===== src/rtl/pidwc_pkg.sv =====
// shared types, constants and helpers of the pid controller with windup clamp
package pidwc_pkg;

   localparam int FRAC_BITS  = 16;
   localparam int DATA_W     = 32;
   localparam int DT_W       = 20;
   localparam int OPD_W      = 33;
   localparam int PROD_W     = 2 * OPD_W;
   localparam int ACC_W      = PROD_W + 2;
   localparam int DIV_W      = 53;
   localparam int DIV_CNT_W  = $clog2(DIV_W + 1);
   localparam int ADDR_W     = 5;
   localparam int RCP_SHIFT  = 19;

   localparam logic [DT_W-1:0] US_PER_SEC = DT_W'(1000000);

   // reciprocal of one million scaled by 2^(RCP_SHIFT+DATA_W)
   localparam logic [DATA_W-1:0] RECIP_US =
      DATA_W'((64'd1 << (RCP_SHIFT + DATA_W)) / 64'd1000000);
   localparam logic [DIV_W-1:0]  US_1X = DIV_W'(1000000);
   localparam logic [DIV_W-1:0]  US_2X = DIV_W'(2000000);
   localparam logic [DIV_W-1:0]  US_3X = DIV_W'(3000000);

   typedef enum logic [1:0] {
      OP_MEAS     = 2'd0,
      OP_SETPOINT = 2'd1,
      OP_CLEAR    = 2'd2,
      OP_UNUSED   = 2'd3
   } op_type;

   typedef enum logic [2:0] {
      REG_GAIN_P   = 3'd0,
      REG_GAIN_I   = 3'd1,
      REG_GAIN_D   = 3'd2,
      REG_WINDUP   = 3'd3,
      REG_BIAS     = 3'd4,
      REG_LOOP     = 3'd5,
      REG_SPARE6   = 3'd6,
      REG_SPARE7   = 3'd7
   } reg_type;

   typedef enum logic [2:0] {
      MUL_ERR_DT,
      MUL_RECIP,
      MUL_QEST_US,
      MUL_DIFF_US,
      MUL_GAIN_P,
      MUL_GAIN_I,
      MUL_GAIN_D
   } mul_sel_type;

   typedef enum logic [1:0] {
      ACC_HOLD,
      ACC_LOAD,
      ACC_ADD,
      ACC_ADD_BIAS
   } acc_op_type;

   typedef enum logic [4:0] {
      ST_IDLE,
      ST_DECODE,
      ST_MUL_IDT,
      ST_RCP_MUL,
      ST_RCP_BACK,
      ST_RCP_FIX,
      ST_INT,
      ST_MUL_DUS,
      ST_DIV_D_START,
      ST_DIV_D_WAIT,
      ST_DERIV,
      ST_MUL_P,
      ST_MUL_I,
      ST_MUL_D,
      ST_SUM,
      ST_OUT,
      ST_OUT_SP
   } state_type;

   typedef struct packed {
      logic signed [DATA_W-1:0] gain_p;
      logic signed [DATA_W-1:0] gain_i;
      logic signed [DATA_W-1:0] gain_d;
      logic [DATA_W-2:0]        windup_limit;
      logic signed [DATA_W-1:0] output_bias;
      logic                     loop_closed;
   } cfg_type;

   typedef struct packed {
      logic        capture;
      logic        err_load;
      logic        set_target;
      logic        clear_state;
      logic        set_armed;
      logic        mul_en;
      mul_sel_type mul_sel;
      logic        rcp_load;
      logic        qest_load;
      logic        quo_fix;
      logic        div_start;
      logic        int_update;
      logic        deriv_update;
      acc_op_type  acc_op;
      logic        out_load;
      logic        out_open;
   } cmd_type;

   typedef struct packed {
      op_type op;
      logic   armed;
      logic   loop_closed;
      logic   div_busy;
      logic   out_free;
   } sts_type;

   function automatic logic signed [DATA_W-1:0] sat_to_data(input logic signed [ACC_W-1:0] x);
      logic signed [ACC_W-1:0] hi;
      logic signed [ACC_W-1:0] lo;
      hi = {{(ACC_W-DATA_W+1){1'b0}}, {(DATA_W-1){1'b1}}};
      lo = {{(ACC_W-DATA_W+1){1'b1}}, {(DATA_W-1){1'b0}}};
      if (x > hi) begin
         return {1'b0, {(DATA_W-1){1'b1}}};
      end else if (x < lo) begin
         return {1'b1, {(DATA_W-1){1'b0}}};
      end
      return x[DATA_W-1:0];
   endfunction

endpackage


===== src/rtl/pidwc_csr.sv =====
// configuration registers on the apb-style port
module pidwc_csr (
   input  logic                             clock,
   input  logic                             reset,
   input  logic                             psel,
   input  logic                             penable,
   input  logic                             pwrite,
   input  logic [pidwc_pkg::ADDR_W-1:0]     paddr,
   input  logic [pidwc_pkg::DATA_W-1:0]     pwdata,
   output logic [pidwc_pkg::DATA_W-1:0]     prdata,
   output logic                             pready,
   output pidwc_pkg::cfg_type               cfg
);
   import pidwc_pkg::*;

   cfg_type cfg_ff, cfg_in;
   reg_type idx;
   logic    wr_en;

   assign pready = 1'b1;
   assign idx    = reg_type'(paddr[ADDR_W-1:2]);
   assign wr_en  = psel && penable && pwrite && pready;
   assign cfg    = cfg_ff;

   always_comb begin
      cfg_in = cfg_ff;
      if (wr_en) begin
         case (idx)
            REG_GAIN_P: cfg_in.gain_p       = pwdata;
            REG_GAIN_I: cfg_in.gain_i       = pwdata;
            REG_GAIN_D: cfg_in.gain_d       = pwdata;
            REG_WINDUP: cfg_in.windup_limit = pwdata[DATA_W-2:0];
            REG_BIAS:   cfg_in.output_bias  = pwdata;
            REG_LOOP:   cfg_in.loop_closed  = pwdata[0];
            default:    cfg_in = cfg_ff;
         endcase
      end
   end

   always_comb begin
      case (idx)
         REG_GAIN_P: prdata = cfg_ff.gain_p;
         REG_GAIN_I: prdata = cfg_ff.gain_i;
         REG_GAIN_D: prdata = cfg_ff.gain_d;
         REG_WINDUP: prdata = {1'b0, cfg_ff.windup_limit};
         REG_BIAS:   prdata = cfg_ff.output_bias;
         REG_LOOP:   prdata = {{(DATA_W-1){1'b0}}, cfg_ff.loop_closed};
         default:    prdata = '0;
      endcase
   end

   always_ff @(posedge clock) begin
      if (reset) begin
         cfg_ff <= '0;
      end else begin
         cfg_ff <= cfg_in;
      end
   end

endmodule


===== config.mk =====
export PLATFORM = sky130hd
export DESIGN_NAME = pidwc_csr
export DESIGN_NICKNAME = d
export VERILOG_FILES = /design/src/rtl/pidwc_pkg.sv /design/src/rtl/pidwc_csr.sv
export SDC_FILE = /design/constraint.sdc
export NUM_CORES = 1
export LEC_CHECK = 0
export ABC_AREA = 1
export BUFFER_PORTS_ARGS = -buffer_cell sky130_fd_sc_hd__buf_2
export CAP_MARGIN = 15
export CORE_ASPECT_RATIO = 0.7
export CORE_MARGIN = 1.5
export CORE_UTILIZATION = 47
export CTS_CLUSTER_DIAMETER = 50
export DETAILED_ROUTE_END_ITERATION = 6
export PLACE_DENSITY = 0.87
export SLEW_MARGIN = 20
export SYNTH_ARGS = -nofsm -noshare
export SYNTH_HDL_FRONTEND = slang
export SYNTH_SLANG_ARGS = --single-unit

===== constraint.sdc =====
create_clock -name clock -period 1 [get_ports clock]
set_input_delay 0.1 -clock clock [delete_from_list [all_inputs] [get_ports clock]]
set_output_delay 0.1 -clock clock [all_outputs]
set_load 0.01 [all_outputs]

==> results of run 1 <==
## worst min-delay path: cells and delay by family
kind	cells	cell delay, ns
and+or+nand+nor	3	0.19
buffers and inverters	2	0.16
## worst min-delay path by stage
stage | start | to | cells past startpoint
2_1_floorplan | pwdata[30] | cfg[63] | 4
3_3_place_gp | reset | cfg[91] | 4
3_5_place_dp | reset | cfg[91] | 4
4_1_cts | pwdata[9] | cfg[42] | 5
5_1_grt | pwdata[25] | cfg[58] | 5
6_report | pwdata[25] | cfg[58] | 5
## cells in the mapped netlist
cell      instances
nor2_2            3
a21oi_1          11
buf_6             5
buf_4             9
nor2_1          396
dfxtp_1         160
buf_2            52
nand2_1         327
nand4_1          36
nand3_1         158
nor2_4            4
conb_1            1
nand3_4           2
nand3_2           1
clkbuf_1         16
inv_2             3
buf_1             8
inv_1            97
## layer usage
layer	vias to the layer above	GRT usage (%)	share of wire, %
met2	1118	61.7	45
li1	4666	-	-
met4	2	22.5	7.7
met1	5004	45.3	33
met5	-	0	0.032
met3	334	13.7	14
## repair_timing
item / in CTS / in global routing
pin swaps: 45 / 64
gates resized for setup: 376 / 177
hold buffers: 1 / 0
gates cloned: 5 / 1
endpoints found under the setup margin: 192 / 207
hold endpoints to repair: 1 / 0
setup buffers: 63 / 67
## per-stage QoR
step,std cells,area (sq um),total power [uW]
CTS,1832,12400,15200
global placement,1731,9860,8070
global route,1877,13400,16000
finish,1877,13400,15700
floorplan,1289,8020,7480
detailed placement,1731,9860,8100
## cells by family (layout without fill, tap and decap cells)
kind of cell,Yosys count,after routing,synth area share [%]
AO/OA/AOI/OAI,11,11,0.692
other,1,2,0.0472
AND/OR/NAND/NOR,927,927,48.3
flip-flops,160,160,40.3
buffers and inverters,190,552,10.7
## area by class of cell
| type | instances | area share, % |
|---|---|---|
| Antenna cell | 1 | 0.0187 |
| Clock buffer | 24 | 3.75 |
| Clock inverter | 8 | 0.935 |
| Inverter | 100 | 2.99 |
| Multi-Input combinational cell | 939 | 31.7 |
| Sequential cell | 160 | 25.7 |
| Tap cell | 225 | 2.10 |
| Timing Repair Buffer | 420 | 32.8 |
## report_power, final
group | internal, uW | switching, uW
sequential | 6440 | 89.9
combinational | 846 | 1250
clock | 4280 | 2840
total | 11600 | 4180
==> flow_summary.json, run 1 <==
{
  "timing.fmax_ghz": 0.680,
  "vias": 11100,
  "fillers": 909,
  "grt_pass1_wl_um": 52700,
  "dpl.hpwl_um": 18500,
  "ys_warn_count": 0,
  "seqCellArea_sq_mm": 0.00343,
  "grt-ovfl-total": 0,
  "cp.buffers_inverters": 2,
  "grt_max_degree": 60,
  "cts_tree": "yes",
  "startpoint_type": "flop",
  "fin_ws_ns": -0.471,
  "antenna_found_initial": 2,
  "via_per_inst": 5.93,
  "numCtsBuffers": 17,
  "wire_per_inst_um": 21.8,
  "ir_drop_uv": 1430,
  "clockBufferDepth": 2,
  "final_cell_mix": "nor2_1 (370), nand2_1 (306), buf_6 (234)",
  "drive_above_1_share_pct": 42.9,
  "critPathArrivalTime_ns": 1.37,
  "violations": "design-rule violations, negative setup slack",
  "crit_chain": "inv_1 -> nor2_1 -> a21oi_1 -> nand2_1 -> buf_2",
  "setup_tns_ns": -19.48,
  "status": "finished with violations",
  "min_path_type": "in2reg",
  "largest_register_ffs": 160,
  "slowest_stage": "dfxtp_2",
  "yosys.area.top_type_share_pct": 40.3,
  "drc": 13,
  "ant_nets": 0,
  "layout_commonest_cell": "nor2_1",
  "syn-num-nets": 1331,
  "min_period_over_period_pct": 147,
  "synth.top_cells.by_area": "dfxtp_1 (40%), nor2_1 (19%), nand2_1 (15%)",
  "layout.nets": 1680,
  "io_buffer_count": 231,
  "rows": 39,
  "rsz0062_at_grt": "yes",
  "pin_count": 235,
  "crit_type": "reg2out",
  "drt-total-wl_um": 41000,
  "cts.sinks": 160,
  "fin_util_pct": 81.4,
  "drv_slew": 0,
  "r2r-start": "cfg[151]",
  "fin_hold_ws_ns": 0.0497,
  "track_usage_pct": 38.9,
  "die_area_sq_mm": 0.0177,
  "reg2reg_depth": 5,
  "initial_core_util_pct": 48.3,
  "synth_top_area_cell": "dfxtp_1",
  "setup_viol": 156,
  "reg2reg_to": "cfg[151]",
  "post-route-min-period_ns": 1.47,
  "gp_congestion": 0.885,
  "p_leak_uw": 0.00626,
  "firstDrtPassIters": 7,
  "area_growth_pct": 68.3,
  "drt_iter0_markers": 1708,
  "finClkSkew_ns": 0,
  "hold_viol_final": 0,
  "grt_pass1_vias": 9922,
  "worst-r2r-setup-slack_ns": 0.04,
  "worst-path-max-fanout": 3,
  "cp.required_ns": 0.90,
  "clkTransAtPathRegs_ns": 0.06,
  "critical-path-top-delay-family": "flip-flops",
  "die_x_um": 158,
  "yosys_register_bits": 160,
  "ys_types": 18,
  "endpoint": "prdata[13]",
  "netlist_area_sq_mm": 0.00795,
  "h-tree-depth": 4,
  "seq_area_frac_synth_pct": 40.3,
  "multi_input_area_sq_mm": 0.00425,
  "crit_cells": 5,
  "cap_viol_max_count": 0,
  "cp-startpoint": "cfg[46]",
  "clk_latency_ns": 0.43,
  "cp-end-kind": "primary output",
  "root_buffer": "clkbuf_16",
  "fp.dieH_um": 112,
  "slowest_delay_ns": 0.34,
  "dpl_worst_slack_ns": -0.355,
  "power_density_mw_per_mm2": 1180,
  "core_area_sq_mm": 0.0164,
  "syn_avg_cell_area_sq_um": 6.17,
  "synth_cells": 1289
}
No activity file was read; power rests on OpenSTA's default activity.
==> run 2: changes to the inputs <==
Settings changed: GPL_TIMING_DRIVEN set to 0, SLEW_MARGIN 20 to unset.
==> run 2 against run 1 <==
  * The run still ends with design-rule violations, negative setup slack left
  * First-iteration DRC count grew 22%
  * Sequential power barely moved
  * Die area unchanged
  * Via count is 2.3% higher
  * Clock power shrank 5.1%
  * Count of clock-buffer cells in the layout is 3 lower
  * Final area is 5.8% lower
  * Combinational power down 5%
  * Total power decreased by 3.0%
  * Critical path type unchanged
  * Critical endpoint is now prdata[8]
  * Largest cell class is now multi-input combinational cells
==> flow_summary.json, run 2 (same netlist as run 1, synthesis figures left out) <==
{
  "status": "finished with violations",
  "violations": "design-rule violations, negative setup slack",
  "min_path_type": "in2reg",
  "switchingPower_uw": 4220,
  "grt_pass1_wl_um": 53600,
  "setup_viol": 210,
  "ir_drop_uv": 1040,
  "num_antenna_cells": 0,
  "h-tree-depth": 4,
  "cts.sinks": 160,
  "root_buffer": "clkbuf_16",
  "clockBufferDepth": 2,
  "relSlewSlack_pct": 51.6,
  "fin_area_sq_mm": 0.0126,
  "place_area_sq_mm": 0.00945,
  "seqPwrFrac_pct": 42.7,
  "initial_core_util_pct": 48.3,
  "dpl_worst_slack_ns": -0.674,
  "fin_ws_ns": -0.670,
  "antenna_found_initial": 0,
  "layout_commonest_cell": "nor2_1",
  "wire_per_inst_um": 22.7,
  "reg2reg_depth": 3,
  "layout.nets": 1666,
  "p_leak_uw": 0.00600,
  "r2r-start": "cfg[91]",
  "drc": 178,
  "fillers": 1051,
  "hp-start": "pwdata[5]",
  "via_per_inst": 6.11,
  "io_buffer_count": 230,
  "drive_above_1_share_pct": 39.6,
  "firstDrtPassIters": 7,
  "numCtsBuffers": 17,
  "ant_nets": 0,
  "area_growth_pct": 58.6,
  "vias": 11400,
  "crit_type": "reg2out",
  "worst-path-max-fanout": 3,
  "drt-total-wl_um": 42400,
  "grt-ovfl-total": 0,
  "grt_pass1_vias": 9804,
  "switching_share_pct": 27.7,
  "post-route-min-period_ns": 1.67,
  "p_int_uw": 11000,
  "min_period_over_period_pct": 167,
  "hold_viol_final": 0,
  "power_density_mw_per_mm2": 1210,
  "cp-end-kind": "primary output",
  "final_cell_mix": "nor2_1 (377), nand2_1 (309), buf_6 (222)",
  "dpl.hpwl_um": 22400,
  "die_x_um": 158,
  "worst_pin_slew_ns": 0.725,
  "die_area_sq_mm": 0.0177,
  "largest_register_ffs": 160,
  "clockPowerShare_pct": 44.3,
  "core_area_sq_mm": 0.0164,
  "timing.fmax_ghz": 0.599,
  "cap_viol_max_count": 0,
  "drt_iter0_markers": 2082,
  "track_usage_pct": 40.2,
  "grt_max_degree": 17,
  "setup_tns_ns": -20.44,
  "drv_slew": 0,
  "pwr-share-comb_pct": 13.0,
  "cts_tree": "yes",
  "gp_congestion": 0.928,
  "cp.required_ns": 0.90,
  "clkTransAtPathRegs_ns": 0.07,
  "fp.dieH_um": 112,
  "pin_count": 235,
  "hold_buffers": 0,
  "clk_latency_ns": 0.45,
  "rows": 39,
  "hold_depth": 5,
  "cp-startpoint": "cfg[9]",
  "rsz0062_at_grt": "yes",
  "finClkSkew_ns": 0,
  "critPathArrivalTime_ns": 1.57,
  "fin_util_pct": 76.7,
  "startpoint_type": "flop"
}
[run 2: changes by cell type in the layout (fill, tap and decap cells not counted), sizes merged]
cell / previous run / this run
buf: 418 / 385
clkbuf: 25 / 42
clkinv: 4 / 7
diode: 1 / 0
dlygate4sd3: 1 / 0
[run 2: what timing repair did]
action / 4_1_cts / 5_1_grt
gates cloned: 3 / 3
gates resized for setup: 396 / 177
pin swaps: 21 / 45
endpoints found under the setup margin: 278 / 323
setup buffers: 46 / 52
[run 2: per-stage QoR]
step	total power, uW	hold slack, ns	cells
after floorplan	7480	0.350	1289
final	15300	0.0386	1862
after CTS	14800	0.0264	1825
after global routing	15400	0.0803	1862
after global placement	8030	0.463	1744
after detailed placement	8050	0.469	1744
[run 2: per-layer routing]
layer	track usage (%)	wire (um)	up-vias
met5	0	45	-
met4	24.4	3930	2
met3	16.0	7600	450
met2	58.4	17000	1262
met1	49.9	13800	5027
li1	-	-	4634
[run 2: critical path, stage by stage (launching register included)]
cell	delay [ns]
dfxtp_4	0.36
nand3_2	0.09
nand2_1	0.22
nor2_2	0.23
nand2_2	0.09
buf_6	0.13
[run 2: power by group through the flow]
stage / registers, uW / logic, uW / clock network (uW)
floorplan: 6690 / 792 / 0
global placement: 6660 / 1360 / 0
detailed placement: 6660 / 1390 / 0
CTS: 6540 / 1660 / 6560
global route: 6520 / 2030 / 6900
finish: 6520 / 1990 / 6760
[run 2: layout make-up]
cell class,instances,area (sq um),share of cell area [%]
Buffer,88,717,5.69
Clock buffer,21,440,3.49
Clock inverter,11,140,1.11
Inverter,100,395,3.14
Multi-Input combinational cell,939,4080,32.4
Sequential cell,160,3440,27.3
Tap cell,225,282,2.23
Timing Repair Buffer,318,3110,24.7
[run 2: final timing paths]
check	endpoint	slack (ns)
min	cfg[38]	0.04
max reg2reg	cfg[91]	0
max	prdata[8]	-0.67
min reg2reg	cfg[82]	0.50
