`src/rtl/pidwc_pkg.sv`:
```
// shared types, constants and helpers of the pid controller with windup clamp
package pidwc_pkg;

   localparam int FRAC_BITS  = 16;
   localparam int DATA_W     = 32;
   localparam int DT_W       = 20;
   localparam int OPD_W      = 33;
   localparam int PROD_W     = 2 * OPD_W;
   localparam int ACC_W      = PROD_W + 2;
   localparam int DIV_W      = 53;
   localparam int DIV_CNT_W  = $clog2(DIV_W + 1);
   localparam int ADDR_W     = 5;
   localparam int RCP_SHIFT  = 19;

   localparam logic [DT_W-1:0] US_PER_SEC = DT_W'(1000000);

   // reciprocal of one million scaled by 2^(RCP_SHIFT+DATA_W)
   localparam logic [DATA_W-1:0] RECIP_US =
      DATA_W'((64'd1 << (RCP_SHIFT + DATA_W)) / 64'd1000000);
   localparam logic [DIV_W-1:0]  US_1X = DIV_W'(1000000);
   localparam logic [DIV_W-1:0]  US_2X = DIV_W'(2000000);
   localparam logic [DIV_W-1:0]  US_3X = DIV_W'(3000000);

   typedef enum logic [1:0] {
      OP_MEAS     = 2'd0,
      OP_SETPOINT = 2'd1,
      OP_CLEAR    = 2'd2,
      OP_UNUSED   = 2'd3
   } op_type;

   typedef enum logic [2:0] {
      REG_GAIN_P   = 3'd0,
      REG_GAIN_I   = 3'd1,
      REG_GAIN_D   = 3'd2,
      REG_WINDUP   = 3'd3,
      REG_BIAS     = 3'd4,
      REG_LOOP     = 3'd5,
      REG_SPARE6   = 3'd6,
      REG_SPARE7   = 3'd7
   } reg_type;

   typedef enum logic [2:0] {
      MUL_ERR_DT,
      MUL_RECIP,
      MUL_QEST_US,
      MUL_DIFF_US,
      MUL_GAIN_P,
      MUL_GAIN_I,
      MUL_GAIN_D
   } mul_sel_type;

   typedef enum logic [1:0] {
      ACC_HOLD,
      ACC_LOAD,
      ACC_ADD,
      ACC_ADD_BIAS
   } acc_op_type;

   typedef enum logic [4:0] {
      ST_IDLE,
      ST_DECODE,
      ST_MUL_IDT,
      ST_RCP_MUL,
      ST_RCP_BACK,
      ST_RCP_FIX,
      ST_INT,
      ST_MUL_DUS,
      ST_DIV_D_START,
      ST_DIV_D_WAIT,
      ST_DERIV,
      ST_MUL_P,
      ST_MUL_I,
      ST_MUL_D,
      ST_SUM,
      ST_OUT,
      ST_OUT_SP
   } state_type;

   typedef struct packed {
      logic signed [DATA_W-1:0] gain_p;
      logic signed [DATA_W-1:0] gain_i;
      logic signed [DATA_W-1:0] gain_d;
      logic [DATA_W-2:0]        windup_limit;
      logic signed [DATA_W-1:0] output_bias;
      logic                     loop_closed;
   } cfg_type;

   typedef struct packed {
      logic        capture;
      logic        err_load;
      logic        set_target;
      logic        clear_state;
      logic        set_armed;
      logic        mul_en;
      mul_sel_type mul_sel;
      logic        rcp_load;
      logic        qest_load;
      logic        quo_fix;
      logic        div_start;
      logic        int_update;
      logic        deriv_update;
      acc_op_type  acc_op;
      logic        out_load;
      logic        out_open;
   } cmd_type;

   typedef struct packed {
      op_type op;
      logic   armed;
      logic   loop_closed;
      logic   div_busy;
      logic   out_free;
   } sts_type;

   function automatic logic signed [DATA_W-1:0] sat_to_data(input logic signed [ACC_W-1:0] x);
      logic signed [ACC_W-1:0] hi;
      logic signed [ACC_W-1:0] lo;
      hi = {{(ACC_W-DATA_W+1){1'b0}}, {(DATA_W-1){1'b1}}};
      lo = {{(ACC_W-DATA_W+1){1'b1}}, {(DATA_W-1){1'b0}}};
      if (x > hi) begin
         return {1'b0, {(DATA_W-1){1'b1}}};
      end else if (x < lo) begin
         return {1'b1, {(DATA_W-1){1'b0}}};
      end
      return x[DATA_W-1:0];
   endfunction

endpackage

```
`src/rtl/pidwc_ctrl.sv`:
```
// controller state machine sequencing the datapath per beat
module pidwc_ctrl (
   input  logic               clock,
   input  logic               reset,
   input  logic               req_valid,
   output logic               req_stall,
   input  pidwc_pkg::sts_type sts,
   output pidwc_pkg::cmd_type cmd
);
   import pidwc_pkg::*;

   state_type state_ff, state_in;

   assign req_stall = (state_ff != ST_IDLE);

   always_comb begin
      state_in = state_ff;
      cmd      = '0;
      cmd.mul_sel = MUL_ERR_DT;
      cmd.acc_op  = ACC_HOLD;
      case (state_ff)
         ST_IDLE: begin
            if (req_valid) begin
               cmd.capture = 1'b1;
               state_in    = ST_DECODE;
            end
         end
         ST_DECODE: begin
            cmd.err_load = 1'b1;
            case (sts.op)
               OP_MEAS: begin
                  if (sts.armed) begin
                     state_in = ST_MUL_IDT;
                  end else begin
                     cmd.set_armed = 1'b1;
                     state_in      = ST_MUL_P;
                  end
               end
               OP_SETPOINT: begin
                  cmd.set_target = 1'b1;
                  state_in = sts.loop_closed ? ST_IDLE : ST_OUT_SP;
               end
               OP_CLEAR: begin
                  cmd.clear_state = 1'b1;
                  state_in        = ST_IDLE;
               end
               default: state_in = ST_IDLE;
            endcase
         end
         ST_MUL_IDT: begin
            cmd.mul_en  = 1'b1;
            cmd.mul_sel = MUL_ERR_DT;
            state_in    = ST_RCP_MUL;
         end
         ST_RCP_MUL: begin
            cmd.mul_en   = 1'b1;
            cmd.mul_sel  = MUL_RECIP;
            cmd.rcp_load = 1'b1;
            state_in     = ST_RCP_BACK;
         end
         ST_RCP_BACK: begin
            cmd.mul_en    = 1'b1;
            cmd.mul_sel   = MUL_QEST_US;
            cmd.qest_load = 1'b1;
            state_in      = ST_RCP_FIX;
         end
         ST_RCP_FIX: begin
            cmd.quo_fix = 1'b1;
            state_in    = ST_INT;
         end
         ST_INT: begin
            cmd.int_update = 1'b1;
            state_in       = ST_MUL_DUS;
         end
         ST_MUL_DUS: begin
            cmd.mul_en  = 1'b1;
            cmd.mul_sel = MUL_DIFF_US;
            state_in    = ST_DIV_D_START;
         end
         ST_DIV_D_START: begin
            cmd.div_start = 1'b1;
            state_in      = ST_DIV_D_WAIT;
         end
         ST_DIV_D_WAIT: begin
            if (!sts.div_busy) begin
               state_in = ST_DERIV;
            end
         end
         ST_DERIV: begin
            cmd.deriv_update = 1'b1;
            state_in         = ST_MUL_P;
         end
         ST_MUL_P: begin
            cmd.mul_en  = 1'b1;
            cmd.mul_sel = MUL_GAIN_P;
            state_in    = ST_MUL_I;
         end
         ST_MUL_I: begin
            cmd.mul_en  = 1'b1;
            cmd.mul_sel = MUL_GAIN_I;
            cmd.acc_op  = ACC_LOAD;
            state_in    = ST_MUL_D;
         end
         ST_MUL_D: begin
            cmd.mul_en  = 1'b1;
            cmd.mul_sel = MUL_GAIN_D;
            cmd.acc_op  = ACC_ADD;
            state_in    = ST_SUM;
         end
         ST_SUM: begin
            cmd.acc_op = ACC_ADD_BIAS;
            state_in   = ST_OUT;
         end
         ST_OUT: begin
            if (sts.out_free) begin
               cmd.out_load = 1'b1;
               state_in     = ST_IDLE;
            end
         end
         ST_OUT_SP: begin
            if (sts.out_free) begin
               cmd.out_load = 1'b1;
               cmd.out_open = 1'b1;
               state_in     = ST_IDLE;
            end
         end
         default: state_in = ST_IDLE;
      endcase
   end

   always_ff @(posedge clock) begin
      if (reset) begin
         state_ff <= ST_IDLE;
      end else begin
         state_ff <= state_in;
      end
   end

endmodule

```
`config.mk`:
```
export PLATFORM = sky130hd
export DESIGN_NAME = pidwc_ctrl
export DESIGN_NICKNAME = d
export VERILOG_FILES = /design/src/rtl/pidwc_pkg.sv /design/src/rtl/pidwc_ctrl.sv
export SDC_FILE = /design/constraint.sdc
export NUM_CORES = 1
export LEC_CHECK = 0
export BUFFER_PORTS_ARGS = -buffer_cell sky130_fd_sc_hd__buf_2
export CAP_MARGIN = 5
export CORE_UTILIZATION = 35
export CTS_BUF_LIST = sky130_fd_sc_hd__clkbuf_8
export CTS_CLUSTER_DIAMETER = 50
export DETAILED_ROUTE_END_ITERATION = 12
export PLACE_DENSITY_LB_ADDON = 0.25
export SYNTH_ARGS = -nofsm -noshare
export SYNTH_HDL_FRONTEND = slang
export SYNTH_SLANG_ARGS = --single-unit
export TNS_END_PERCENT = 5
```
`constraint.sdc`:
```
create_clock -name clock -period 1.7 [get_ports clock]
set_input_delay 0.34 -clock clock [delete_from_list [all_inputs] [get_ports clock]]
set_output_delay 0.34 -clock clock [all_outputs]
set_load 0.1 [all_outputs]
```
==> results of run 1 <==
[through the flow]
stage	std cells	hold WS, ns
after global placement	137	0.533
after floorplan	81	0.405
after detailed placement	137	0.540
[cells by family after synthesis]
family / after synthesis / synth area share (%)
AND/OR/NAND/NOR: 47 / 47.2
AO/OA/AOI/OAI: 19 / 24.2
buffers and inverters: 8 / 6.45
flip-flops: 5 / 18.4
XOR/XNOR: 1 / 1.61
multiplexers: 1 / 2.07
[Yosys cell counts, types with 2 or more instances]
cell / count
a211oi_1: 2
a21oi_1: 4
nor3_1: 7
and3_1: 2
nand2_1: 4
o211ai_1: 2
nand2b_1: 5
o22ai_1: 3
or3b_1: 2
nor2_1: 14
dfxtp_1: 5
nor3b_1: 3
buf_2: 4
and2_1: 2
inv_1: 3
or3_1: 2
==> results.md, run 1 <==
* Dpl hpwl at 2.00 mm
* Port Buffer Count at 28
* GP Congestion at 0.889
* Placed Area at 1230 sq um
* Cts bufs inserted at 3
* Tool error: [ERROR DPL-0038] Utilization greater than 100%, impossible to legalize
* Yosys top cell by area: dfxtp_1
* Count of cell types in the netlist at 33
* Mapped Cells at 81
* Sink Count at 5
* Yosys top cell area share at 18.4%
* CTS resizes at 24
* Root buf cell: clkbuf_8
* Hold_buf cts at 0
* Pre-CTS setup slack at -0.0804 ns
* Sequential share of the synthesized area at 18.4%
* Net Count, Synth at 90
* Synthesis Warnings at 0
* Seq cells post-synth at 5
* Initial Util at 39.7%
* Status: aborted with a tool error
* Num rows at 13
* Die height at 41.4 um
* Top cells by area, synth: dfxtp_1, nor2_1, nor3_1
* Prevailing post-synth register cell: dfxtp_1
* H-tree levels at 1
* Die width at 41.4 um
* I/O pin total at 29
* Number of synthesized flops with an enable pin at 0
* Setup bufs post-CTS at 3
* Stopping stage: clock tree synthesis
* Mapped Area at 543 sq um
* Post-synth ARST share at 0%
* Synth Area per Inst at 6.70 sq um
* Longest Clk Path Bufs at 2
==> run 2: changes to the inputs <==
--- a/config.mk
+++ b/config.mk
@@ -7,11 +7,10 @@
 export LEC_CHECK = 0
 export BUFFER_PORTS_ARGS = -buffer_cell sky130_fd_sc_hd__buf_2
 export CAP_MARGIN = 5
-export CORE_UTILIZATION = 35
-export CTS_BUF_LIST = sky130_fd_sc_hd__clkbuf_8
-export CTS_CLUSTER_DIAMETER = 50
+export CORE_AREA = 2 2 63 65
 export DETAILED_ROUTE_END_ITERATION = 12
-export PLACE_DENSITY_LB_ADDON = 0.25
+export DIE_AREA = 0 0 65 67
+export PLACE_DENSITY_LB_ADDON = 0.15
 export SYNTH_ARGS = -nofsm -noshare
 export SYNTH_HDL_FRONTEND = slang
 export SYNTH_SLANG_ARGS = --single-unit
==> run 2 against run 1 <==
Effect of this change: the flow now finishes, with violations (setup timing); synthesized cell count stayed put; area after synthesis stayed put.
==> results.md, run 2 <==
* Yosys top cell by area: dfxtp_1
* Largest net degree at the start of global routing at 14
* Total GRT Usage at 10.5%
* Synth Area per Inst at 6.70 sq um
* Net Count, Synth at 90
* DRT iter0 DRCs at 14
* Die height at 67 um
* Pre-CTS setup slack at -0.00537 ns
* Worst slew pin tran at 0.333 ns
* Fmax at 545 MHz
* Rel. slew slack at 77.2%
* Global routing's busiest layer: met2
* Drt pass-1 iters at 4
* Prevailing post-synth register cell: dfxtp_1
* Later-pin clock latency in the skew report at 0.22 ns
* WP data arrival at 1.49 ns
* Antenna diodes at 0
* Grt met1 use at 12.6%
* Sink Count at 5
* Longest Clk Path Bufs at 2
* Startpoint types: flop
* Fin cells at 181
* Mapped Area at 543 sq um
* Number of synthesized flops with an enable pin at 0
* H-tree levels at 1
* I/O pin total at 29
* Count of cell types in the netlist at 33
* Synthesis Warnings at 0
* Synth-to-layout area growth at 176%
* Critical Path Fanout Max at 7
* Routing usage on met2 at 19.1%
* Top cells by count, synth: nor2_1, nor3_1, dfxtp_1, nand2b_1
* Vias in the first global route at 795
* Clock-pin slew on the worst setup and hold paths at 0.03 ns
* Die width at 65 um
* Clock skew at 0.00101 ns
* Maxcap violations at 0
* Initial antenna violation count at 0
* Yosys top cell area share at 18.4%
* CTS tree: yes
* Vias at 782
* RSZ-0062 raised after global routing: true
* Top-count cell post-synth: nor2_1
* Critical Path RT at 1.36 ns
* Setup ws final at -0.133 ns
* Via-per-instance ratio at 4.32
* Net Switching at 294 uW
* Num rows at 22
* Dpl cells at 176
* Clock share of power at 29.5%
* Max reg flops at 5
* Met3 usage at 1.18%
* Final core occ at 41.5%
* Final wirelength at 2.13 mm
* Root buf cell: clkbuf_8
* Tmin final at 1.83 ns
* Nets at 143
* Post-synth ARST share at 0%
* Initial Util at 15.1%
* Multi-input combinational cell area at 609 sq um
* GP Congestion at 0.760
* Pwr Density at 486 nW/um^2
* Final Slew Violations at 0
* Failing checks: setup timing
* Dpl hpwl at 1.79 mm
* Port Buffer Count at 28
* First-pass GRT wire length at 3.62 mm
* Most frequent cells in the layout: buf_12, buf_4, nor2_1, buf_2, nor3_4
* Seq cells post-synth at 5
* Register share of total power at 17.9%
* Crit. End Element: primary output
* Top Registers: state_ff x5
* Power share of the combinational group at 52.6%
* WHS at 0.311 ns
* Sequential share of the synthesized area at 18.4%
* Post-DRT Antenna Nets at 0
* Register with the most flip-flops: state_ff
* DR DRC count at 0
* P_leak at 0.000588 uW
* Per-cell routed wire length at 11.8 um
* Aggregate global routing overflow at 0
* Fraction of power spent switching nets at 40.4%
* Mapped Cells at 81
* Setup slack, reg-to-reg at 0.18 ns
* P_int at 434 uW
* Final Hold Violating Endpoints at 0
* Period Utilization, post-route at 108%
* Top cells by area, synth: dfxtp_1, nor2_1, nor3_1
* Fraction of layout cells with a size suffix above 1 at 69.2%
* Total Die Area at 4360 sq um
* Final setup fails at 11
* Cts bufs inserted at 3
* Setup CP Type: flop to primary output
* Core area at 3610 sq um
* Number of fill cells at 361
* Worst Hold Class: primary input to flop
* Max IR drop VDD at 0.426 mV
* FF/Latch Area at 116 sq um
* Status: finished, violations left
==> run 2: cell counts after synthesis <==
Identical to the previous run, type by type.
==> run 2: cell type report <==
class	count	area share, %
timing repair buffer	53	43.8
clock buffer	4	3.01
sequential	5	7.77
tap	48	4.01
inverter	3	0.752
multi-input combinational	68	40.7
==> run 2: per-layer routing <==
metal  part of all wire, %  vias to the layer above
li1                      -                      399
met5                     0                        -
met1                    44                      367
met2                    51                       16
met3                   4.6                        0
met4                     0                        0
==> run 2: worst paths after layout <==
kind,start,to,cells after the start
worst max-delay path,state_ff[4],cmd[0],4
worst min-delay path,reset,state_ff[4],2
worst max register to register,state_ff[4],state_ff[0],6
worst min register to register,state_ff[0],state_ff[2],2
==> run 2: logic make-up after synthesis <==
| group | Yosys count | share of synthesized area, % |
|---|---|---|
| and+or+nand+nor | 47 | 47.2 |
| AOI/OAI and AO/OA | 19 | 24.2 |
| buffers and inverters | 8 | 6.45 |
| DFF | 5 | 18.4 |
| xor gates and xnor gates | 1 | 1.61 |
| muxes | 1 | 2.07 |
==> run 2: repair_timing <==
item	CTS	global route
buffers inserted	0	1
pin swaps	5	3
hold buffers	0	0
endpoints found under the setup margin	20	18
gates resized for setup	22	9
==> run 2: worst max-delay path, cell delays in order (launching register included) <==
cell	delay [ns]
dfxtp_4	0.38
or3b_4	0.42
buf_6	0.14
nor3_4	0.14
buf_12	0.20
==> run 2: metrics by stage <==
stage / TNS [ns] / area (sq um) / power, uW
3_5_place_dp: -0.00566 / 1330 / 490
5_1_grt: -1.55 / 1500 / 763
4_1_cts: -1.04 / 1450 / 728
2_1_floorplan: -4.13 / 678 / 349
6_report: -0.765 / 1500 / 728
3_3_place_gp: -0.00561 / 1330 / 487
==> run 2: power groups by stage <==
| stage | registers [uW] | clock network, uW | logic, uW |
|---|---|---|---|
| floorplan | 131 | 0 | 218 |
| CTS | 130 | 224 | 375 |
| global route | 132 | 228 | 402 |
| detailed placement | 133 | 0 | 357 |
| finish | 131 | 215 | 383 |
| global placement | 132 | 0 | 356 |
No activity file was read; power rests on OpenSTA's default activity.
==> run 3: changes to the inputs <==
--- a/config.mk
+++ b/config.mk
@@ -8,6 +8,7 @@
 export BUFFER_PORTS_ARGS = -buffer_cell sky130_fd_sc_hd__buf_2
 export CAP_MARGIN = 5
 export CORE_AREA = 2 2 63 65
+export CTS_BUF_LIST = sky130_fd_sc_hd__clkbuf_8
 export DETAILED_ROUTE_END_ITERATION = 12
 export DIE_AREA = 0 0 65 67
 export PLACE_DENSITY_LB_ADDON = 0.15
==> run 3 against run 2 <==
Effect of this change: the run still ends with setup timing left; cell count stayed put; critical path depth stayed put; maximum frequency hardly changed; core utilization stayed put; combinational power hardly changed; non-clock buffer count stayed put; wire length stayed put; via count stayed put; critical endpoint unchanged.
==> results.md, run 3 (same netlist as run 2, synthesis figures left out) <==
* Crit. End Element: primary output
* CP max stage delay at 0.42 ns
* Dpl cells at 176
* H-tree levels at 1
* Aggregate global routing overflow at 0
* Setup slack, reg-to-reg at 0.18 ns
* Setup ws final at -0.134 ns
* Die width at 65 um
* Port Buffer Count at 28
* Worst Hold Class: primary input to flop
* Failing checks: setup timing
* Cts bufs inserted at 3
* CTS tree: yes
* R2R Path Start: state_ff[4]
* Fin cells at 181
* Worst r2r path cells at 6
* Root buf cell: clkbuf_8
* Critical Path RT at 1.36 ns
* P_leak at 0.000592 uW
* Nets at 143
* RSZ-0062 raised after global routing: true
* Drt pass-1 iters at 4
* Multi-input combinational cell area at 609 sq um
* WP data arrival at 1.49 ns
* Fraction of layout cells with a size suffix above 1 at 69.2%
* Critical Path Start: state_ff[4]
* Final Instance Area at 1500 sq um
* CP top delay family: simple AND/OR/NAND/NOR gates
* Initial Util at 15.1%
* Pwr Density at 483 nW/um^2
* Final Slew Violations at 0
* I/O pin total at 29
* Die height at 67 um
* Setup TNS at -0.768 ns
* Placed Area at 1330 sq um
* Status: finished, violations left
* Post-DRT Antenna Nets at 0
* Antenna diodes at 0
* Tmin final at 1.83 ns
* Setup CP Type: flop to primary output
* Vias in the first global route at 795
* Worst R2R End: state_ff[0]
* Total Die Area at 4360 sq um
* Rel. slew slack at 77.2%
* Core area at 3610 sq um
* Final setup fails at 11
* Max IR drop VDD at 0.402 mV
* Vias at 782
* Total GRT Usage at 10.5%
* Maxcap violations at 0
* Max reg flops at 5
* Later-pin clock latency in the skew report at 0.22 ns
* Clock-pin slew on the worst setup and hold paths at 0.03 ns
* Hold_buf cts at 0
* Final Hold Violating Endpoints at 0
* Critical Path Fanout Max at 7
* Period Utilization, post-route at 108%
* Worst-path cell with the longest stage delay: or3b_4
* First-pass GRT wire length at 3.62 mm
* Final core occ at 41.5%
* Longest Clk Path Bufs at 2
* Critical Path Sink: cmd[0]
* Clock skew at 0.00142 ns
* Dpl hpwl at 1.79 mm
* Worst-path cell chain: or3b_4 > buf_6 > nor3_4 > buf_12
* Hold Crit Start: reset
* Pre-CTS setup slack at -0.00537 ns
* Per-cell routed wire length at 11.8 um
* CP Buf/Inv Count at 2
* Synth-to-layout area growth at 176%
* Worst slew pin tran at 0.333 ns
* Largest net degree at the start of global routing at 14
* DRT iter0 DRCs at 14
* Hold Crit Depth at 2
* GP Congestion at 0.760
* Initial antenna violation count at 0
* Most frequent cells in the layout: buf_12, buf_4, nor2_1, buf_2, nor3_4
* Num rows at 22
* Startpoint types: flop
* DR DRC count at 0
* Number of fill cells at 361
* Via-per-instance ratio at 4.32
* Fmax at 545 MHz
* Top Registers: state_ff x5
* FF/Latch Area at 116 sq um
* Final wirelength at 2.13 mm
* Sink Count at 5
* WP depth at 4
* Register with the most flip-flops: state_ff
## run 3: cell type report
| type | count | area share, % |
|---|---|---|
| well taps | 48 | 4.01 |
| multi-input cells | 68 | 40.7 |
| clock buffers | 3 | 2.76 |
| flip-flops and latches | 5 | 7.77 |
| repair buffers | 53 | 43.8 |
| inverters | 3 | 0.752 |
| clock inverters | 1 | 0.251 |
## run 3: how the worst min path moves through the flow
| stage | endpoint |
|---|---|
| 2_1_floorplan | state_ff[4] |
| 3_3_place_gp | state_ff[4] |
| 3_5_place_dp | state_ff[4] |
| 4_1_cts | state_ff[4] |
| 5_1_grt | state_ff[4] |
| 6_report | state_ff[4] |
## run 3: repair_timing
item	CTS	global route
pin swaps	5	3
resized for setup	22	9
buffers inserted	0	1
setup endpoints to repair	20	18
## run 3: power breakdown
part / internal [uW] / switching [uW] / leakage (uW)
clock: 154 / 54.9 / 0.0000269
combinational: 153 / 230 / 0.000521
sequential: 121 / 9.82 / 0.0000441
total: 428 / 295 / 0.000592
## run 3: through the flow
step | total power, uW | hold WS (ns)
floorplan | 349 | 0.405
global placement | 487 | 0.538
detailed placement | 490 | 0.538
CTS | 723 | 0.305
global route | 757 | 0.320
finish | 723 | 0.311
## run 3: worst reg2reg max path: cells and delay by family (launching register included)
family	cells	cell delay, ns
compound gates	1	0.11
buf+inv	2	0.25
flops	1	0.36
simple gates	3	0.71
## run 3: metal layers
layer | vias to the layer above | wire length (um) | GRT usage, %
met5 | - | 0 | 0
met3 | 0 | 98 | 1.18
met2 | 16 | 1090 | 19.1
met4 | 0 | 0 | 3.99
met1 | 367 | 945 | 12.6
li1 | 399 | - | -
==> run 4: changes to the inputs <==
--- a/config.mk
+++ b/config.mk
@@ -5,12 +5,13 @@
 export SDC_FILE = /design/constraint.sdc
 export NUM_CORES = 1
 export LEC_CHECK = 0
-export BUFFER_PORTS_ARGS = -buffer_cell sky130_fd_sc_hd__buf_2
+export BUFFER_PORTS_ARGS = -buffer_cell sky130_fd_sc_hd__buf_4
 export CAP_MARGIN = 5
 export CORE_AREA = 2 2 63 65
 export CTS_BUF_LIST = sky130_fd_sc_hd__clkbuf_8
 export DETAILED_ROUTE_END_ITERATION = 12
 export DIE_AREA = 0 0 65 67
+export GPL_TIMING_DRIVEN = 0
 export PLACE_DENSITY_LB_ADDON = 0.15
 export SYNTH_ARGS = -nofsm -noshare
 export SYNTH_HDL_FRONTEND = slang
==> run 4 against run 3 <==
Effect of this change: the flow still finishes with violations (setup timing); register-to-register slack improved by 0.16 ns; flip-flop and latch count did not move; clock skew fell by 0.0013 ns; clock power barely moved; sequential share of layout area rose by 1.0 points; via count fell by 6.8%; first-iteration DRC count did not move.
==> results.md, run 4 (same netlist as run 2, synthesis figures left out) <==
* Pre-CTS setup slack at -0.168 ns
* Pwr Total at 651 uW
* Post-DRT Antenna Nets at 0
* Number of fill cells at 375
* Num rows at 22
* WHS at 0.299 ns
* Longest Clk Path Bufs at 2
* RSZ-0062 raised after global routing: true
* Hold_buf cts at 0
* Clock-pin slew on the worst setup and hold paths at 0.03 ns
* Die height at 67 um
* Final core occ at 35.8%
* Port Buffer Count at 28
* Setup TNS at -1.13 ns
* Core area at 3610 sq um
* Tmin final at 1.85 ns
* Final Slew Violations at 0
* P_leak at 0.000496 uW
* Initial Util at 15.1%
* Total Die Area at 4360 sq um
* Max IR drop VDD at 0.282 mV
* Final wirelength at 2.10 mm
* Worst R2R End: state_ff[0]
* Status: finished, violations left
* Setup slack, reg-to-reg at 0.34 ns
* Top Registers: state_ff x5
* Per-cell routed wire length at 12.7 um
* First-pass GRT wire length at 3.59 mm
* Multi-input combinational cell area at 567 sq um
* Total GRT Usage at 10.7%
* Worst r2r path cells at 4
* Final setup fails at 14
* Cts bufs inserted at 3
* Period Utilization, post-route at 109%
* Most common cell after layout, fill and taps aside: buf_4
* Startpoint types: flop
* H-tree levels at 1
* Root buf cell: clkbuf_8
* Nets at 127
* Setup ws final at -0.155 ns
* Critical Path RT at 1.36 ns
* DRT iter0 DRCs at 14
* DR DRC count at 0
* Drt pass-1 iters at 3
* Most frequent cells in the layout: buf_4, buf_12, nor2_1
* Hold Crit Start: reset
* GP Congestion at 0.730
* Rel. slew slack at 75.0%
* Dpl hpwl at 1.58 mm
* Critical Path Fanout Max at 7
* R2R Path Start: state_ff[2]
* Clock skew at 0.0000904 ns
* Hold Crit Depth at 2
* Setup CP Type: flop to primary output
* Fraction of layout cells with a size suffix above 1 at 59.0%
* Via-per-instance ratio at 4.42
* Synth-to-layout area growth at 138%
* Later-pin clock latency in the skew report at 0.22 ns
* Largest net degree at the start of global routing at 11
* Vias in the first global route at 788
* Failing checks: setup timing
* Final Hold Violating Endpoints at 0
* Antenna diodes at 0
* Fmax at 539 MHz
* Maxcap violations at 0
* Vias at 729
* Worst Hold Class: primary input to flop
* Aggregate global routing overflow at 0
* Die width at 65 um
* Sink Count at 5
* Initial antenna violation count at 0
* Hold endpoint: state_ff[4]
* Crit. End Element: primary output
* CTS tree: yes
* I/O pin total at 29
* Pwr Density at 504 nW/um^2
* WP data arrival at 1.51 ns
* Max reg flops at 5
* Worst slew pin tran at 0.366 ns
* Register with the most flip-flops: state_ff
* FF/Latch Area at 114 sq um
==> run 4: report_power, final <==
| part | internal [uW] | switching, uW |
|---|---|---|
| Sequential | 121 | 11.6 |
| Clock | 155 | 56.3 |
| Combinational | 95.5 | 213 |
==> run 4: stage by stage <==
step | cell area (sq um) | instances
after detailed placement | 948 | 157
after floorplan | 678 | 81
after CTS | 1280 | 165
after global routing | 1290 | 165
after global placement | 948 | 157
final | 1290 | 165
==> run 4: repair_timing <==
item                                    in CTS  in global routing
gates resized for setup                     65                  3
buffers inserted                             4                  0
endpoints found under the setup margin      20                 19
pin swaps                                    7                  1
==> run 4: worst max path at each step <==
stage,from,endpoint,depth (start not counted)
floorplan,state_ff[4],cmd[8],3
CTS,state_ff[2],cmd[8],4
detailed placement,state_ff[3],cmd[1],4
global placement,state_ff[3],cmd[1],4
finish,state_ff[4],cmd[1],4
global route,state_ff[2],cmd[8],4
==> run 4: layer usage <==
metal	up-vias	GRT usage (%)	part of all wire (%)
li1	369	-	-
met1	346	13.0	42
met2	14	19.3	55
met3	0	1.18	3.0
met4	0	3.99	0
met5	-	0	0
==> run 4: worst max-delay path: stages (launching register included) <==
cell and delay [ns]:
dfxtp_4 0.39, or3b_4 0.43, o32ai_4 0.12, and2_4 0.19, buf_12 0.16
==> run 4: final cells by class <==
cell class / instances / share of cell area, %
plain buffers: 5 / 5.72
multi-input cells: 68 / 43.9
clock inverters: 1 / 0.291
inverters: 3 / 0.872
flip-flops and latches: 5 / 8.82
clock buffers: 3 / 3.20
repair buffers: 32 / 32.6
well taps: 48 / 4.65
